File: config.mk
export PLATFORM = sky130hd
export DESIGN_NAME = signal_strength_alert_flasher_top
export DESIGN_NICKNAME = d
export VERILOG_FILES = /design/src/sv/ssaf_pkg.sv /design/src/sv/ssaf_div.sv /design/src/sv/signal_strength_alert_flasher_top.sv
export SDC_FILE = /design/constraint.sdc
export NUM_CORES = 1
export LEC_CHECK = 0
export ABC_AREA = 1
export BUFFER_PORTS_ARGS = -buffer_cell sky130_fd_sc_hd__buf_2
export CORE_MARGIN = 2
export CORE_UTILIZATION = 57
export CTS_CLUSTER_DIAMETER = 40
export DETAILED_ROUTE_END_ITERATION = 10
export PLACE_DENSITY = 0.76
export SETUP_SLACK_MARGIN = 0.1
export SLEW_MARGIN = 20
export SYNTH_ARGS = -nofsm -noshare
export SYNTH_HDL_FRONTEND = slang
export SYNTH_SLANG_ARGS = --single-unit
File: constraint.sdc
create_clock -name clk -period 7.4 [get_ports clk]
set_input_delay 0.74 -clock clk [delete_from_list [all_inputs] [get_ports clk]]
set_output_delay 0.74 -clock clk [all_outputs]
set_load 0.01 [all_outputs]
File: src/sv/ssaf_pkg.sv
// ----------------------------------------------------------------------------
// ssaf_pkg: shared types and constants for the signal strength alert flasher
// Item layouts, register indexes, reset values and sizing defaults.
// ----------------------------------------------------------------------------
package ssaf_pkg;

  // Default sizing for the top-level parameters
  localparam int TIME_BITS_DEF   = 32;
  localparam int PERIOD_BITS_DEF = 16;

  // Interpolation divider: |offset| (8 bits) times |slow - fast| (16 bits)
  localparam int DIV_NUM_W = 24;
  localparam int DIV_DEN_W = 8;

  // Configuration port sizing
  localparam int CFG_IDX_W  = 3;
  localparam int CFG_DATA_W = 32;

  typedef enum logic [CFG_IDX_W-1:0] {
    REG_WEAK_LEVEL      = 3'd0,
    REG_STRONG_LEVEL    = 3'd1,
    REG_SLOW_PERIOD     = 3'd2,
    REG_FAST_PERIOD     = 3'd3,
    REG_BUZZ_CAP        = 3'd4,
    REG_BUZZ_ENABLE     = 3'd5,
    REG_BUZZ_ACTIVE_LOW = 3'd6,
    REG_HOLD_TIME       = 3'd7
  } cfg_reg_t;

  // Register reset values
  localparam logic signed [7:0] WEAK_LEVEL_RST   = -8'sd90;
  localparam logic signed [7:0] STRONG_LEVEL_RST = -8'sd40;
  localparam logic [15:0]       SLOW_PERIOD_RST  = 16'd1000;
  localparam logic [15:0]       FAST_PERIOD_RST  = 16'd100;
  localparam logic [15:0]       BUZZ_CAP_RST     = 16'd50;
  localparam logic              BUZZ_ENABLE_RST  = 1'b1;
  localparam logic              BUZZ_ALOW_RST    = 1'b0;
  localparam logic [31:0]       HOLD_TIME_RST    = 32'd3000;

  // Input item modes
  localparam logic MODE_UPDATE = 1'b0;
  localparam logic MODE_MUTE   = 1'b1;

  typedef struct packed {
    logic              mode;
    logic [31:0]       now_ms;
    logic [31:0]       last_hit_ms;
    logic signed [7:0] best_rssi;
  } in_item_t;

  typedef struct packed {
    logic        led_level;
    logic        buzzer_level;
    logic        alert_on;
    logic [15:0] flash_period;
    logic        phase_on;
  } out_item_t;

endpackage

File: src/sv/ssaf_div.sv
// ----------------------------------------------------------------------------
// ssaf_div: unsigned restoring divider, one quotient bit per cycle
// Latches operands on start and pulses done with the quotient once all NUM_W bits are in.
// ----------------------------------------------------------------------------
module ssaf_div
  import ssaf_pkg::*;
#(
  parameter int NUM_W = DIV_NUM_W,
  parameter int DEN_W = DIV_DEN_W
) (
  input  logic             clk,
  input  logic             rst,
  input  logic             start,
  input  logic [NUM_W-1:0] num,
  input  logic [DEN_W-1:0] den,
  output logic             done,
  output logic [NUM_W-1:0] quot
);

  localparam int CNT_W = $clog2(NUM_W + 1);

  logic             busy;
  logic [CNT_W-1:0] count;
  logic [NUM_W-1:0] work;     // dividend bits shift out, quotient bits shift in
  logic [DEN_W-1:0] rem;
  logic [DEN_W-1:0] divisor;

  logic [DEN_W:0]   rem_sh;
  logic             fits;
  logic [DEN_W:0]   rem_sub;

  always_comb begin
    rem_sh  = {rem, work[NUM_W-1]};
    fits    = rem_sh >= {1'b0, divisor};
    rem_sub = rem_sh - {1'b0, divisor};
  end

  always_ff @(posedge clk) begin
    if (rst) begin
      busy  <= 1'b0;
      done  <= 1'b0;
      count <= '0;
    end else begin
      done <= 1'b0;
      if (start) begin
        busy    <= 1'b1;
        count   <= '0;
        work    <= num;
        rem     <= '0;
        divisor <= den;
      end else if (busy) begin
        work <= {work[NUM_W-2:0], fits};
        rem  <= fits ? rem_sub[DEN_W-1:0] : rem_sh[DEN_W-1:0];
        if (count == CNT_W'(NUM_W - 1)) begin
          busy <= 1'b0;
          done <= 1'b1;
        end else begin
          count <= count + 1'b1;
        end
      end
    end
  end

  assign quot = work;

endmodule

File: src/sv/signal_strength_alert_flasher_top.sv
// ----------------------------------------------------------------------------
// signal_strength_alert_flasher_top: alert LED flasher and buzzer driver
// Holds an alert after a detection hit and flashes at a rate set by signal
// strength, with a capped buzzer burst at the start of each on phase.
// ----------------------------------------------------------------------------
// Sequence: an accepted item passes S_EVAL and S_DONE for a mute item or an
//   update without a live hit; with the signal strength at or outside the
//   weak/strong levels it passes S_EVAL, S_PHASE and S_DONE, and an
//   interpolated period adds S_DIV (wait for the serial divider) and S_APPLY.
// Items: one at a time, no new item before the last is done; in_stall stays high from accept
//   until the result is loaded into the output register.
// Reset: synchronous; registers return to defaults, alert clear, pins off.
// ----------------------------------------------------------------------------
module signal_strength_alert_flasher_top
  import ssaf_pkg::*;
#(
  parameter int TIME_BITS   = TIME_BITS_DEF,
  parameter int PERIOD_BITS = PERIOD_BITS_DEF
) (
  input  logic                  clk,
  input  logic                  rst,
  // configuration write port
  input  logic                  cfg_we,
  input  logic [CFG_IDX_W-1:0]  cfg_index,
  input  logic [CFG_DATA_W-1:0] cfg_data,
  // update / mute items
  input  logic                  in_valid,
  output logic                  in_stall,
  input  in_item_t              in_item,
  // result items
  output logic                  out_valid,
  input  logic                  out_stall,
  output out_item_t             out_item
);

  // Compare widths: hold time is 32 bits, half period is PERIOD_BITS
  localparam int HW = (TIME_BITS > 32) ? TIME_BITS : 32;
  localparam int CW = (TIME_BITS > PERIOD_BITS) ? TIME_BITS : PERIOD_BITS;

  // --------------------------------------------------------------------------
  // Configuration registers
  // --------------------------------------------------------------------------
  logic signed [7:0] weak_level;
  logic signed [7:0] strong_level;
  logic [15:0]       slow_period;
  logic [15:0]       fast_period;
  logic [15:0]       buzz_cap;
  logic              buzz_enable;
  logic              buzz_active_low;
  logic [31:0]       hold_time;

  always_ff @(posedge clk) begin
    if (rst) begin
      weak_level      <= WEAK_LEVEL_RST;
      strong_level    <= STRONG_LEVEL_RST;
      slow_period     <= SLOW_PERIOD_RST;
      fast_period     <= FAST_PERIOD_RST;
      buzz_cap        <= BUZZ_CAP_RST;
      buzz_enable     <= BUZZ_ENABLE_RST;
      buzz_active_low <= BUZZ_ALOW_RST;
      hold_time       <= HOLD_TIME_RST;
    end else if (cfg_we) begin
      case (cfg_reg_t'(cfg_index))
        REG_WEAK_LEVEL:      weak_level      <= cfg_data[7:0];
        REG_STRONG_LEVEL:    strong_level    <= cfg_data[7:0];
        REG_SLOW_PERIOD:     slow_period     <= cfg_data[15:0];
        REG_FAST_PERIOD:     fast_period     <= cfg_data[15:0];
        REG_BUZZ_CAP:        buzz_cap        <= cfg_data[15:0];
        REG_BUZZ_ENABLE:     buzz_enable     <= cfg_data[0];
        REG_BUZZ_ACTIVE_LOW: buzz_active_low <= cfg_data[0];
        REG_HOLD_TIME:       hold_time       <= cfg_data[31:0];
        default: ;
      endcase
    end
  end

  // --------------------------------------------------------------------------
  // Sequencer state and flasher state
  // --------------------------------------------------------------------------
  typedef enum logic [2:0] {
    S_IDLE,   // wait for an item
    S_EVAL,   // decide alert, pick period or launch the divider
    S_DIV,    // wait for the interpolation quotient
    S_APPLY,  // fold quotient into the period
    S_PHASE,  // advance the flash phase and drive the pins
    S_DONE    // hand the result to the output register
  } state_t;

  state_t                 state;
  in_item_t               item;         // item under work
  logic                   alerting;
  logic [TIME_BITS-1:0]   phase_start;
  logic                   output_phase;
  logic                   mute_flag;
  logic [PERIOD_BITS-1:0] period_reg;
  logic                   led_pin;
  logic                   buzzer_pin;
  logic                   range_neg;    // slow period below fast period

  // --------------------------------------------------------------------------
  // Serial divider for the interpolation term
  // --------------------------------------------------------------------------
  logic                 div_start;
  logic [DIV_NUM_W-1:0] div_num;
  logic [DIV_DEN_W-1:0] div_den;
  logic                 div_done;
  logic [DIV_NUM_W-1:0] div_quot;

  ssaf_div #(
    .NUM_W (DIV_NUM_W),
    .DEN_W (DIV_DEN_W)
  ) u_div (
    .clk   (clk),
    .rst   (rst),
    .start (div_start),
    .num   (div_num),
    .den   (div_den),
    .done  (div_done),
    .quot  (div_quot)
  );

  // --------------------------------------------------------------------------
  // Evaluation logic
  // --------------------------------------------------------------------------
  logic [TIME_BITS-1:0] now_t;
  logic [TIME_BITS-1:0] last_t;
  logic [TIME_BITS-1:0] age;
  logic                 hit_active;
  logic                 rssi_low;
  logic                 rssi_high;
  logic signed [8:0]    span_full;
  logic signed [8:0]    offset_full;
  logic signed [16:0]   range_full;
  logic [15:0]          range_mag;
  logic [17:0]          interp_sum;

  // phase stage
  logic [PERIOD_BITS-1:0] half;
  logic [TIME_BITS-1:0]   elapsed;
  logic                   toggle;
  logic [TIME_BITS-1:0]   elapsed_eff;
  logic                   phase_new;
  logic                   buzz;

  always_comb begin
    now_t      = TIME_BITS'(item.now_ms);
    last_t     = TIME_BITS'(item.last_hit_ms);
    age        = now_t - last_t;
    hit_active = (last_t != '0) && (HW'(age) <= HW'(hold_time));

    rssi_low  = item.best_rssi <= weak_level;
    rssi_high = item.best_rssi >= strong_level;

    // Interpolation operands; the span and offset are positive whenever used
    span_full   = 9'(strong_level) - 9'(weak_level);
    offset_full = 9'(item.best_rssi) - 9'(weak_level);
    range_full  = $signed({1'b0, slow_period}) - $signed({1'b0, fast_period});
    range_mag   = range_full[16] ? 16'(-range_full) : range_full[15:0];

    div_start = (state == S_EVAL) && (item.mode == MODE_UPDATE) && hit_active &&
                !rssi_low && !rssi_high;
    div_num   = DIV_NUM_W'(offset_full[7:0]) * DIV_NUM_W'(range_mag);
    div_den   = span_full[7:0];

    // slow - trunc(offset * range / span); the quotient is a magnitude, range_neg picks the sign
    interp_sum = range_neg ? ({2'b00, slow_period} + 18'(div_quot))
                           : ({2'b00, slow_period} - 18'(div_quot));

    // Phase advance
    half        = period_reg >> 1;
    elapsed     = now_t - phase_start;
    toggle      = CW'(elapsed) >= CW'(half);
    elapsed_eff = toggle ? '0 : elapsed;
    phase_new   = toggle ? !output_phase : output_phase;
    buzz        = phase_new && !mute_flag && (elapsed_eff < TIME_BITS'(buzz_cap));
  end

  // --------------------------------------------------------------------------
  // Sequencer
  // --------------------------------------------------------------------------
  always_ff @(posedge clk) begin
    if (rst) begin
      state        <= S_IDLE;
      alerting     <= 1'b0;
      phase_start  <= '0;
      output_phase <= 1'b0;
      mute_flag    <= 1'b0;
      period_reg   <= PERIOD_BITS'(SLOW_PERIOD_RST);
      led_pin      <= 1'b0;
      buzzer_pin   <= BUZZ_ALOW_RST;
      range_neg    <= 1'b0;
      out_valid    <= 1'b0;
    end else begin
      // Drop the result once taken, unless a new one is loaded this cycle
      if (out_valid && !out_stall && (state != S_DONE)) begin
        out_valid <= 1'b0;
      end

      case (state)
        S_IDLE: begin
          if (in_valid) begin
            item  <= in_item;
            state <= S_EVAL;
          end
        end

        S_EVAL: begin
          if (item.mode == MODE_MUTE) begin
            // Mute only sticks while the alert holds; pins wait for an update
            if (alerting) begin
              mute_flag <= 1'b1;
            end
            state <= S_DONE;
          end else if (!hit_active) begin
            // Leave the alert: phase and mute clear, both pins off
            if (alerting) begin
              alerting     <= 1'b0;
              output_phase <= 1'b0;
              mute_flag    <= 1'b0;
              led_pin      <= 1'b0;
              buzzer_pin   <= buzz_active_low;
            end
            state <= S_DONE;
          end else begin
            if (!alerting) begin
              // Enter the alert with a fresh on phase
              alerting     <= 1'b1;
              phase_start  <= now_t;
              output_phase <= 1'b1;
            end
            range_neg <= range_full[16];
            if (rssi_low) begin
              period_reg <= PERIOD_BITS'(slow_period);
              state      <= S_PHASE;
            end else if (rssi_high) begin
              period_reg <= PERIOD_BITS'(fast_period);
              state      <= S_PHASE;
            end else begin
              state <= S_DIV;
            end
          end
        end

        S_DIV: begin
          if (div_done) begin
            state <= S_APPLY;
          end
        end

        S_APPLY: begin
          period_reg <= PERIOD_BITS'(interp_sum[15:0]);
          state      <= S_PHASE;
        end

        S_PHASE: begin
          output_phase <= phase_new;
          if (toggle) begin
            phase_start <= now_t;
          end
          led_pin    <= phase_new;
          buzzer_pin <= (buzz_enable && buzz) ^ buzz_active_low;
          state      <= S_DONE;
        end

        S_DONE: begin
          // Hold until the output register is free
          if (!out_valid || !out_stall) begin
            out_valid             <= 1'b1;
            out_item.led_level    <= led_pin;
            out_item.buzzer_level <= buzzer_pin;
            out_item.alert_on     <= alerting;
            out_item.flash_period <= 16'(period_reg);
            out_item.phase_on     <= output_phase;
            state                 <= S_IDLE;
          end
        end

        default: begin
          state <= S_IDLE;
        end
      endcase
    end
  end

  assign in_stall = (state != S_IDLE);

endmodule
==> flow_summary.toml, run 1 <==
[global_routing]
grt_max_degree = 76
grt_pass1_wl_um = 102000
grt-ovfl-total = 0
track_usage_pct = 31.0
grt_pass1_vias = 19789
antenna_found_initial = 1

[routing]
wirelength_um = 65100
wl_per_cell_um = 17.5
drc = 0
drtPass1Iterations = 7
vias = 20546
drt_iter0_markers = 1658
drtAntennaViolNets = 0
via_per_inst = 5.54

[yosys]
syn_area_um2 = 23000
yosysTopAreaCell = "edfxtp_1"
async_reset_ff_share_pct = 0
synthCells = 2959
ys.flop_type = "dfxtp_1"
ys_ff_latch = 296
avgSynthCellArea_um2 = 7.77
yosysUniqueCellTypes = 66
syn_nets = 3396
synth_area_leaders = "edfxtp_1, dfxtp_1, ha_1"
synth_edf_count = 133
ys_seq_area_share_pct = 31.5
yosys_warnings = 0
netlist.area_leader.share_pct = 17.4

[worst_hold_path]
holdPathStages = 1
min_path_type = "primary input to flip-flop"

[setup_path]
crit_type = "flip-flop to flip-flop"
crit_fanout = 7
reg2reg_depth = 38
start_kind = "flip-flop"
worstPathArrival_ps = 7500
crit_path_end_kind = "flip-flop"
rrSetupSlack_ps = 220
max_stage_delay_ps = 540
critPathRequiredTime_ps = 7720
cpMaxStageDelayCell = "fa_1"

[sta]
finalSetupViolCount = 0
layout_min_cycle_time_ps = 7180
slew_violations = 0
final.period_utilization_pct = 97.0
fin_skew_ps = 34.9
hold_viol = 0
fmax_ghz = 0.139
tightest_slew_ps = 1020
maxSlewHeadroom_pct = 31.8
rsz0062_at_grt = "true"

[final_layout]
instances_no_fill = 3708
nNetsFinal = 3575
syn_to_final_growth_pct = 16.9
diodes = 0
most-common-layout-cells = "inv_1, nand2_1, a21oi_1"
final_common_cell = "inv_1"
final.fill_count = 3337
drive_gt1_share_pct = 14.5

[floorplanning]
io_pins = 135
dieHeight_um = 205
core_region_area_um2 = 39800
dieArea_um2 = 42000
die_w_um = 205
rows = 73
start_util_pct = 57.8

[job]
max_cap_violations = 0

[placement]
hpwl_um = 49700
place.gp.congestion = 0.967
place_inst = 3584
portBuffers = 134

[cts]
clockRootBuffer = "clkbuf_16"
clock_sinks = 296
worstSkewPairLatency_ps = 620
cts.clk_slew.worst_paths_ps = 60
cts_tree = "yes"
htree_levels = 2
cts_made_buffers = 53
clockBufferDepth = 3

[outcome]
status = "completed"
==> cell families after synthesis <==
family / share of synthesized area [%]
compound gates: 14.7
fa+ha+maj: 20.6
simple gates: 17.7
other cells: 0.0163
xor+xnor: 4.94
buf+inv: 10.5
flops: 31.5
==> final cells by class <==
class                      instances  area, µm²  area share (%)
timing repair buffer             187       1080            4.02
multi-input combinational       2032      13900            51.7
sequential                       296       7260            27.0
tap                              525        657            2.44
clock inverter                    45        517            1.92
inverter                         568       2140            7.96
clock buffer                      55       1330            4.96
==> worst max-delay path, delay by kind of cell (launching register included) <==
family | cells | cell delay [ps]
and+or+nand+nor | 10 | 810
adders and majority gates | 7 | 2800
buffers and inverters | 6 | 460
xor gates and xnor gates | 1 | 160
DFF | 1 | 320
AOI/OAI and AO/OA | 14 | 2360
==> Yosys cell counts, types with 3 or more instances <==
cell type	n
inv_2	9
xnor2_1	30
nand3_2	3
xor2_2	6
a31oi_1	14
buf_6	4
clkbuf_1	54
buf_2	5
o21a_1	4
fa_1	91
o221ai_1	7
nand4_1	27
nand3_1	76
xnor2_2	3
o211ai_1	35
nand2_1	555
edfxtp_1	133
a211oi_1	8
nand2_4	3
dfxtp_1	163
o21bai_1	6
nand2_2	6
inv_1	557
a21boi_2	3
nor2_1	248
o21ai_0	193
a21o_1	7
o21ai_2	10
ha_1	233
a21oi_1	271
nor2_2	10
nor4_1	5
or2_2	3
xor2_1	83
nand3b_1	7
and2_1	3
o21ai_1	32
nor3_1	17
==> per-stage QoR <==
stage / setup slack, ps / util [%] / setup TNS [ps] / hold slack (ps) / cell area (µm²)
2_1_floorplan: 522 / - / 0 / 403 / 23000
3_3_place_gp: 129 / 61.0 / 0 / 415 / 24300
3_5_place_dp: -115 / 61.0 / -115 / 420 / 24300
4_1_cts: 102 / 65.8 / 0 / 271 / 26200
5_1_grt: -90.8 / 67.5 / -140 / 270 / 26900
6_report: 221 / 67.5 / 0 / 296 / 26900
==> routing by layer <==
metal	part of all wire, %	vias up	GRT usage (%)
met1	44	9662	42.8
met4	2.9	0	9.56
li1	-	9963	-
met2	45	788	49.7
met3	7.9	133	5.50
met5	0	-	0
==> what timing repair did <==
| action | in CTS | in global routing |
|---|---|---|
| pin swaps | 1 | 63 |
| endpoints found under the setup margin | 3 | 6 |
| gates cloned | 0 | 1 |
| setup buffers | 1 | 22 |
| resized for setup | 12 | 121 |
| hold buffers | 0 | 0 |
==> worst paths after layout <==
kind                                     start             end
worst max-delay path            slow_period[0]  u_div.quot[22]
worst min-delay path               in_item[11]       last_t[3]
worst max register to register  slow_period[0]  u_div.quot[22]
worst min register to register   period_reg[5]     out_item[6]
Power of run 1 is left out: the tool's default activity adds up to more than one toggle a clock period on the data nets, which glitch-free logic cannot reach.
==> run 2, diff against run 1 <==
--- a/config.mk
+++ b/config.mk
@@ -7,8 +7,10 @@
 export LEC_CHECK = 0
 export ABC_AREA = 1
 export BUFFER_PORTS_ARGS = -buffer_cell sky130_fd_sc_hd__buf_2
+export CELL_PAD_IN_SITES_DETAIL_PLACEMENT = 1
+export CELL_PAD_IN_SITES_GLOBAL_PLACEMENT = 2
 export CORE_MARGIN = 2
-export CORE_UTILIZATION = 57
+export CORE_UTILIZATION = 34
 export CTS_CLUSTER_DIAMETER = 40
 export DETAILED_ROUTE_END_ITERATION = 10
 export PLACE_DENSITY = 0.76
==> flow_summary.toml, run 2 (synthesis results as in run 1) <==
[outcome]
status = "completed"

[setup_path]
reg2reg_depth = 39
crit_fanout = 4
r2r-end = "u_div.quot[23]"
max_stage_delay_ps = 540
start_kind = "flip-flop"
crit_type = "flip-flop to flip-flop"
cpMaxStageDelayCell = "fa_1"
worstPathArrival_ps = 7340
critPathRequiredTime_ps = 7740
cp_common_cell = "nand2_2"
r2r_start = "slow_period[0]"
rrSetupSlack_ps = 400
cp-endpoint = "u_div.quot[23]"
crit_start = "slow_period[0]"
crit_path_end_kind = "flip-flop"

[floorplanning]
dieArea_um2 = 69700
die_w_um = 264
dieHeight_um = 264
rows = 95
start_util_pct = 34.3
io_pins = 135
core_region_area_um2 = 67000

[routing]
vias = 20428
drtPass1Iterations = 5
via_per_inst = 4.98
drtAntennaViolNets = 0
wl_per_cell_um = 18.5
drt_iter0_markers = 1055
drc = 0
wirelength_um = 75800

[global_routing]
grt_pass1_wl_um = 119000
grt-ovfl-total = 0
grt_max_degree = 86
antenna_found_initial = 6
track_usage_pct = 21.6
grt_pass1_vias = 21669

[final_layout]
multiInputGateArea_um2 = 13900
syn_to_final_growth_pct = 22.2
fin_util_pct = 41.9
final.fill_count = 8051
most-common-layout-cells = "inv_1, nand2_1, a21oi_1"
seqCellArea_um2 = 7260
drive_gt1_share_pct = 15.6
final_common_cell = "inv_1"
nNetsFinal = 3612

[cts]
worstSkewPairLatency_ps = 590
cts.clk_slew.worst_paths_ps = 50
clockBufferDepth = 3
cts_made_buffers = 67
clockRootBuffer = "clkbuf_16"
ctsHoldBuffers = 0
clock_sinks = 296
htree_levels = 3
cts_tree = "yes"

[sta]
final.period_utilization_pct = 94.6
hold_slack_ps = 321
hold_viol = 0
finalSetupViolCount = 0
maxSlewHeadroom_pct = 32.3
slew_violations = 0
fin_skew_ps = 21.8
tightest_slew_ps = 1010
layout_min_cycle_time_ps = 7000
fmax_ghz = 0.143
rsz0062_at_grt = "false"

[job]
max_cap_violations = 0

[placement]
portBuffers = 134
place.gp.congestion = 0.871
hpwl_um = 59700

[worst_hold_path]
min_path_type = "primary input to flip-flop"
-- run 2: cell count changes in the layout (fill, tap and decap cells not counted), moves of 4 or more --
cell	delta
buf_4	+19
clkbuf_16	+17
clkbuf_8	+11
inv_8	-6
bufinv_16	+5
inv_6	-5
nor2_2	-4
nor2_4	+4
-- run 2: cell type report --
cell class	count	share of cell area (%)
diodes	2	0.0178
inverters	568	7.61
repair buffers	210	4.57
clock inverters	38	1.81
clock buffers	84	6.81
flip-flops and latches	296	25.8
well taps	873	3.89
multi-input cells	2032	49.5
-- run 2: repair_timing --
item / CTS / global route
buffers inserted: 2 / 29
pin swaps: 6 / 80
gates cloned: 1 / 0
resized for setup: 13 / 118
setup endpoints to repair: 3 / 7
-- run 2: critical path: cells and delay by family (launching register included) --
kind            cells  cell delay (ps)
flops               1              330
compound gates      6              730
buf+inv             8              630
fa+ha+maj           7             2960
simple gates       16             1850
xor+xnor            2              250
-- run 2: worst min path at each step --
stage / start / slack (ps) / end / depth (start not counted)
2_1_floorplan: buzzer_pin / 400 / out_item[18] / 0
3_3_place_gp: buzzer_pin / 410 / out_item[18] / 0
3_5_place_dp: buzzer_pin / 420 / out_item[18] / 0
4_1_cts: in_item[38] / 280 / last_t[30] / 1
5_1_grt: in_item[38] / 280 / last_t[30] / 1
6_report: in_item[38] / 320 / last_t[30] / 1
-- run 2: routing by layer --
metal  vias up  part of all wire [%]  global-route usage (%)
li1      10054                     -                       -
met1      9903                    47                    28.6
met2       331                    47                    36.1
met3       130                   3.7                    3.77
met4        10                   2.7                    6.46
met5         -                 0.077                       0
-- run 2: per-stage QoR --
stage,cell area (µm²),setup WS (ps),TNS [ps],cells
6_report,28100,401,0,4103
5_1_grt,28100,16.6,0,4101
4_1_cts,27400,107,0,4072
3_5_place_dp,24900,-110,-156,3947
3_3_place_gp,24900,65.1,0,3947
2_1_floorplan,23000,522,0,2959
Power of run 2 is left out for the same reason.
